### src/rtl/core/pwmavg_pkg.sv
package pwmavg_pkg;

  // fixed field widths
  localparam int CH_IN_W = 3;
  localparam int US_W    = 13;
  localparam int FREQ_W  = 26;
  localparam int DUTY_W  = 7;

  // scale factors
  localparam int US_PER_S = 1000000;
  localparam int PERCENT  = 100;

  // per-divider status
  typedef struct packed {
    logic busy;
  } div_stat_t;

endpackage

### src/rtl/core/pwmavg_div.sv
module pwmavg_div import pwmavg_pkg::*; #(
  parameter int NUM_W = 26,
  parameter int DEN_W = 20
) (
  input  logic             clk,
  input  logic             rst,
  input  logic             start,
  input  logic [NUM_W-1:0] num,
  input  logic [DEN_W-1:0] den,
  output div_stat_t        stat,
  output logic [NUM_W-1:0] quo
);

  localparam int CNT_W = $clog2(NUM_W + 1);

  logic             busy;
  logic [CNT_W-1:0] cnt;
  logic [DEN_W-1:0] rem;
  logic [DEN_W-1:0] den_r;
  logic [NUM_W-1:0] qsr;
  logic [DEN_W:0]   trial;
  logic [DEN_W:0]   diff;
  logic             ge;

  // restoring division, one quotient bit per cycle
  assign trial = {rem, qsr[NUM_W-1]};
  assign diff  = trial - {1'b0, den_r};
  assign ge    = trial >= {1'b0, den_r};

  always_ff @(posedge clk) begin
    if (rst) begin
      busy <= 1'b0;
      cnt  <= '0;
    end else if (start) begin
      busy <= 1'b1;
      cnt  <= CNT_W'(NUM_W);
    end else if (busy) begin
      cnt <= cnt - 1'b1;
      if (cnt == CNT_W'(1)) begin
        busy <= 1'b0;
      end
    end
  end

  always_ff @(posedge clk) begin
    if (start) begin
      rem   <= '0;
      den_r <= den;
      qsr   <= num;
    end else if (busy) begin
      rem <= ge ? diff[DEN_W-1:0] : trial[DEN_W-1:0];
      qsr <= {qsr[NUM_W-2:0], ge};
    end
  end

  assign stat.busy = busy;
  assign quo       = qsr;

endmodule

### config.mk
export PLATFORM = sky130hd
export DESIGN_NAME = pwmavg_div
export DESIGN_NICKNAME = d
export VERILOG_FILES = /design/src/rtl/core/pwmavg_pkg.sv /design/src/rtl/core/pwmavg_div.sv
export SDC_FILE = /design/constraint.sdc
export NUM_CORES = 1
export LEC_CHECK = 0
export BUFFER_PORTS_ARGS = -buffer_cell sky130_fd_sc_hd__buf_4
export CELL_PAD_IN_SITES_DETAIL_PLACEMENT = 0
export CELL_PAD_IN_SITES_GLOBAL_PLACEMENT = 2
export CORE_MARGIN = 5
export CORE_UTILIZATION = 32
export DETAILED_ROUTE_END_ITERATION = 16
export GPL_ROUTABILITY_DRIVEN = 1
export HOLD_SLACK_MARGIN = 0.02
export PLACE_DENSITY_LB_ADDON = 0.1
export SYNTH_ARGS = -nofsm -noshare
export SYNTH_HDL_FRONTEND = slang
export SYNTH_SLANG_ARGS = --single-unit
### constraint.sdc
create_clock -name clk -period 2.5 [get_ports clk]
set_input_delay 0.375 -clock clk [delete_from_list [all_inputs] [get_ports clk]]
set_output_delay 0.375 -clock clk [all_outputs]
set_load 0.05 [all_outputs]
Word-level counts from Yosys, hierarchy flattened
Index checks and enable logic that the tools add are counted.
W data, S select, Z words.
{"block": "totals", "word_cells": 20, "out_inout_bits": 27, "inputBits": 49, "ff_bits": 72}
{"block": "classes", "n_eq_ne": 1, "muxes": 8, "n_lt_le_gt_ge": 1, "n_addsub": 2, "reduce_logical": 2}
{"cell": "$mux W26", "count": 2}
{"cell": "$ge A21 B20 Y1", "count": 1}
{"cell": "$mux W20", "count": 1}
{"cell": "$sub A20 B20 Y20", "count": 1}
{"cell": "$mux W5", "count": 2}
{"cell": "$eq A5 B1 Y1 const B", "count": 1}
{"cell": "$sub A5 B1 Y5 const B", "count": 1}
{"cell": "$mux W1", "count": 3}
{"cell": "$reduce_bool A2 Y1", "count": 1}
{"cell": "$reduce_or A2 Y1", "count": 1}

Logic depth before layout (Yosys ltp)
{"block": "logic_depth", "word_depth": 4, "ltp_mapped": 10, "mapped_depth_nobuf": 10}

Worst setup path before layout
No wires, ideal clock.
{"block": "synth_timing", "path_kind": "register -> register", "from": "reg qsr[25] (netlist: quo[25])", "to": "reg rem[18]", "t_arrival_ns": 2.554, "setup_time_ns": 0.133, "setup_slack_ns": -0.187, "synth_period_minus_slack_ns": 2.687, "path_stages_with_launch": 11, "n_path_buf": 0, "required_ns": 2.367, "cell_sequence": "edfxtp_1 > inv_1 > ha_1 > fa_1 > nand2b_1 > a211oi_1 > o22a_1 > o21ai_0 > a21oi_1 > xnor2_1 > o221ai_1"}
{"block": "synth_between", "elab_chain_cells": 2, "elab_cells_between_ends": 3, "cone_classes": "add/sub: 1; order compare: 1; mux: 1"}
{"item": "start: declaration", "line": "pwmavg_div.sv:20", "rtl": "logic [NUM_W-1:0] qsr;"}
{"item": "start signal: assignment", "line": "pwmavg_div.sv:49", "rtl": "qsr <= num;"}
{"item": "start signal: assignment", "line": "pwmavg_div.sv:52", "rtl": "qsr <= {qsr[NUM_W-2:0], ge};"}
{"item": "$sub A20 B20 Y20 / $ge A21 B20 Y1 (equally long branches)", "line": "pwmavg_div.sv:27, pwmavg_div.sv:28"}
{"item": "$mux W20 (*)", "line": "pwmavg_div.sv:51", "rtl": "rem <= ge ? diff[DEN_W-1:0] : trial[DEN_W-1:0];"}
{"item": "end signal: assignment", "line": "pwmavg_div.sv:51"}
{"item": "end: declaration", "line": "pwmavg_div.sv:18", "rtl": "logic [DEN_W-1:0] rem;"}
Mark *: on every way between the ends. The rest lies on a longest branch, timed or not.
A chain may end at the register's enable or synchronous reset.

Worst setup path in the final report
{"block": "layout_timing", "from": "reg den_r[1]", "to": "reg qsr[0] (netlist: quo[0]), data pin"}
{"block": "layout_between", "elab_chain_cells": 3}
{"item": "start: declaration", "line": "pwmavg_div.sv:19", "rtl": "logic [DEN_W-1:0] den_r;"}
{"item": "start signal: assignment", "line": "pwmavg_div.sv:48", "rtl": "den_r <= den;"}
{"item": "$ge A21 B20 Y1", "line": "pwmavg_div.sv:28", "rtl": "assign ge = trial >= {1'b0, den_r};"}
{"item": "$mux W26", "line": "pwmavg_div.sv:50", "rtl": "end else if (busy) begin"}
{"item": "$mux W26", "line": "pwmavg_div.sv:46", "rtl": "if (start) begin"}
No other way between the ends. The select of a mux whose other input is x is not followed.

==> out/summary.txt <==
Post-Layout Cell Count = 675
EDFF count, synth = 46
Clock power frac = 37.5%
Rel. slew slack = 31.5%
Comb pwr share = 24.3%
Hold crit path type = primary input to register
Die X = 123 µm
Clock skew = 0.00766 ns
Routed met2 length = 5.71 mm
Finished layout cell area = 5810 µm²
Global-route wire length before repair = 18.2 mm
Die ar. = 15100 µm²
LEAKAGE = 2.36 nW
Register area share after synthesis = 46.7%
Synthesis-to-finish area growth = 42.8%
Pwr dens = 646 nW/µm²
Met1 wire length = 5.37 mm
Final Max Slew Viols = 0
Syn Std Cell Area = 4070 µm²
Post-Syn Instances = 383
Top cell type's share of synthesized area = 33.9%
Via count = 3382
Final ANT Viol Nets = 0
Seq. cell area = 1900 µm²
Count of cell types in the netlist = 60
WP data arrival = 2.59 ns
YS warnings = 0
Post-route setup TNS = 0 ns
Status = finished clean
IO Count = 76
Tcrit/Tclk final = 99.9%
Pre-Repair DR Iteration Count = 4
Fin. Hold Viols = 0
Final core occ = 46.2%
Vias/cell = 5.01
Clk_lat worst skew = 0.34 ns
Startpoint types = register
GRT Util Overall = 16.0%
Switching share of power = 29.2%
Nets = 570
Minimum clock period = 2.50 ns
Yosys reg bits = 72
Synth top area cells = edfxtp_1 (34%), dfxtp_1 (13%), mux2_2 (7.2%)
Routed length per instance = 17.5 µm
Sequential Power Share = 38.2%
Top routing layer in use = met4
Starting Density = 32.4%
# Max-Cap Violations = 0
Final Power = 0.00375 W
Initial antenna violation count = 0
Multi-input gate area = 2310 µm²
Mean post-synth cell area = 10.6 µm²
Global route overflow = 0
Clock buffer depth = 2
CP max FO = 4
CP required = 2.59 ns
# port buffers = 75
CTS HTree Levels = 3
Switch Pwr = 0.00109 W
Highest Clock Rate = 0.400 GHz
Clock-pin transition on the worst setup and hold timing paths = 0.06 ns
Initial DRC Count = 156
Final setup violation count = 0
Area leader, netlist = edfxtp_1
Final wirelength = 11.8 mm
Height of the die = 123 µm
Num CTS Buffers = 9
DRC = 0
RD Place Congestion = 0.864
Crit. End Element = register
Asr flop ratio synth = 0%
Largest net degree at the start of global routing = 41
Slew @ Worst Pin = 1.02 ns
Ys flop type = edfxtp_1
Dpl cells = 653
Number of global-route vias before repair = 3361
CTS root buffer = clkbuf_16
RSZ-0062 raised after global routing = yes
Post-DP HPWL = 8.55 mm
Met3 wire len = 620 µm
# clock sinks = 72
CORE AREA = 12600 µm²
Diode count = 0
Std cell rows = 41
Maximum VDD drop = 0.452 mV
Internal = 0.00266 W
Post-DP Area = 5110 µm²
Share of layout cells above drive strength 1 = 42.7%
Critical Setup Path Class = register to register
Syn nets = 455
CTS tree = done
FILL cells = 1188
timing repair:
item                       4_1_cts  5_1_grt
setup endpoints to repair       20       21
gates cloned                     0        1
pin swaps                        6       26
setup buffers                    1        4
resized for setup                7       50
hold buffers                     0        0
hold endpoints to repair         0        0
power by group through the flow:
stage	Clock (W)	Sequential, W	Combinational, W
floorplan	0	0.00161	0.000376
global placement	0	0.00145	0.000849
detailed placement	0	0.00146	0.000845
CTS	0.00144	0.00143	0.000854
global route	0.00149	0.00144	0.000986
finish	0.00141	0.00143	0.000913
worst paths after layout:
path / from / end / slack [ns] / cells after the start
max: den_r[1]$_DFFE_PP_ / quo[0]$_DFFE_PP_ / 0.002 / 10
min: den[15] / den_r[15]$_DFFE_PP_ / 0.20 / 1
max reg2reg: den_r[1]$_DFFE_PP_ / quo[0]$_DFFE_PP_ / 0.002 / 10
min reg2reg: rem[4]$_SDFFE_PP0P_ / rem[4]$_SDFFE_PP0P_ / 0.51 / 2
layout by cell type (no fill, tap or decap), drive strengths merged, types with 3 or more instances in the layout:
master   netlist  final
a2111oi        3      3
a211o          3      3
a211oi         9      9
a21o           6      6
a21oi         18     18
a311oi         5      5
a31oi          4      4
and2           4      4
and3           8      8
buf            6    121
clkbuf        11     10
clkinv         0      4
dfxtp         26     26
edfxtp        46     46
ha            22     22
inv           31     31
mux2          26     26
nand2         24     24
nand2b         4      4
nand3         10     10
nand4         11     11
nor2          18     18
nor2b          3      3
nor3           7      7
nor4           4      4
o211ai         9      9
o21ai         18     18
o311ai         3      3
o31ai          3      3
or3            5      5
xnor2         12     12
xor2           4      4
synth_stat cells (all sizes together), types with 3 or more instances:
cell type  count
a211o          3
o311ai         3
a31oi          4
nand2b         4
and3           8
inv           31
edfxtp        46
o31ai          3
xor2           4
ha            22
mux2          26
buf            6
o21ai         18
nand3         10
a211oi         9
o211ai         9
clkbuf        11
nand2         24
a21o           6
nor2b          3
a21oi         18
nand4         11
nor3           7
dfxtp         26
or3            5
nor4           4
nor2          18
a2111oi        3
xnor2         12
and2           4
a311oi         5
logic make-up (layout without fill, tap and decap cells):
logic type | Yosys count | after routing | synth area share, %
flops | 72 | 72 | 46.7
mux | 26 | 26 | 7.20
fa+ha+maj | 23 | 23 | 7.26
buf+inv | 48 | 168 | 4.86
compound gates | 95 | 95 | 17.2
xor+xnor | 16 | 16 | 3.44
simple gates | 103 | 103 | 13.3
state kept, by name, summed over array words and instances, names as in the netlist:
name and count:
quo 26, den_r 20, rem 20, cnt 5, stat 1
area by class of cell:
class,instances,share of cell area [%]
Clock inverter,6,1.42
Inverter,31,2.00
Clock buffer,10,4.11
Tap cell,172,3.70
Sequential cell,72,32.8
Multi-Input combinational cell,263,39.8
Timing Repair Buffer,121,16.2
worst max-delay path, cell delays in order (launching register included):
cell	delay, ns
edfxtp_1	0.40
inv_2	0.09
ha_4	0.19
nor2b_4	0.12
o2111a_2	0.30
o21ai_4	0.19
a2111oi_4	0.10
buf_4	0.16
o2111ai_4	0.29
nand2_2	0.13
mux2_4	0.27
through the flow:
stage,worst slack [ns],hold slack (ns)
detailed placement,-0.186,0.496
floorplan,-0.0419,0.444
global route,-0.0946,0.190
CTS,-0.0197,0.191
global placement,-0.150,0.492
finish,0.00151,0.204
metal layers:
layer	vias up	global-route usage (%)
li1	1668	-
met1	1631	21.9
met2	70	24.5
met3	13	3.73
met4	0	6.23
met5	-	0
No activity file was read; power rests on OpenSTA's default activity.
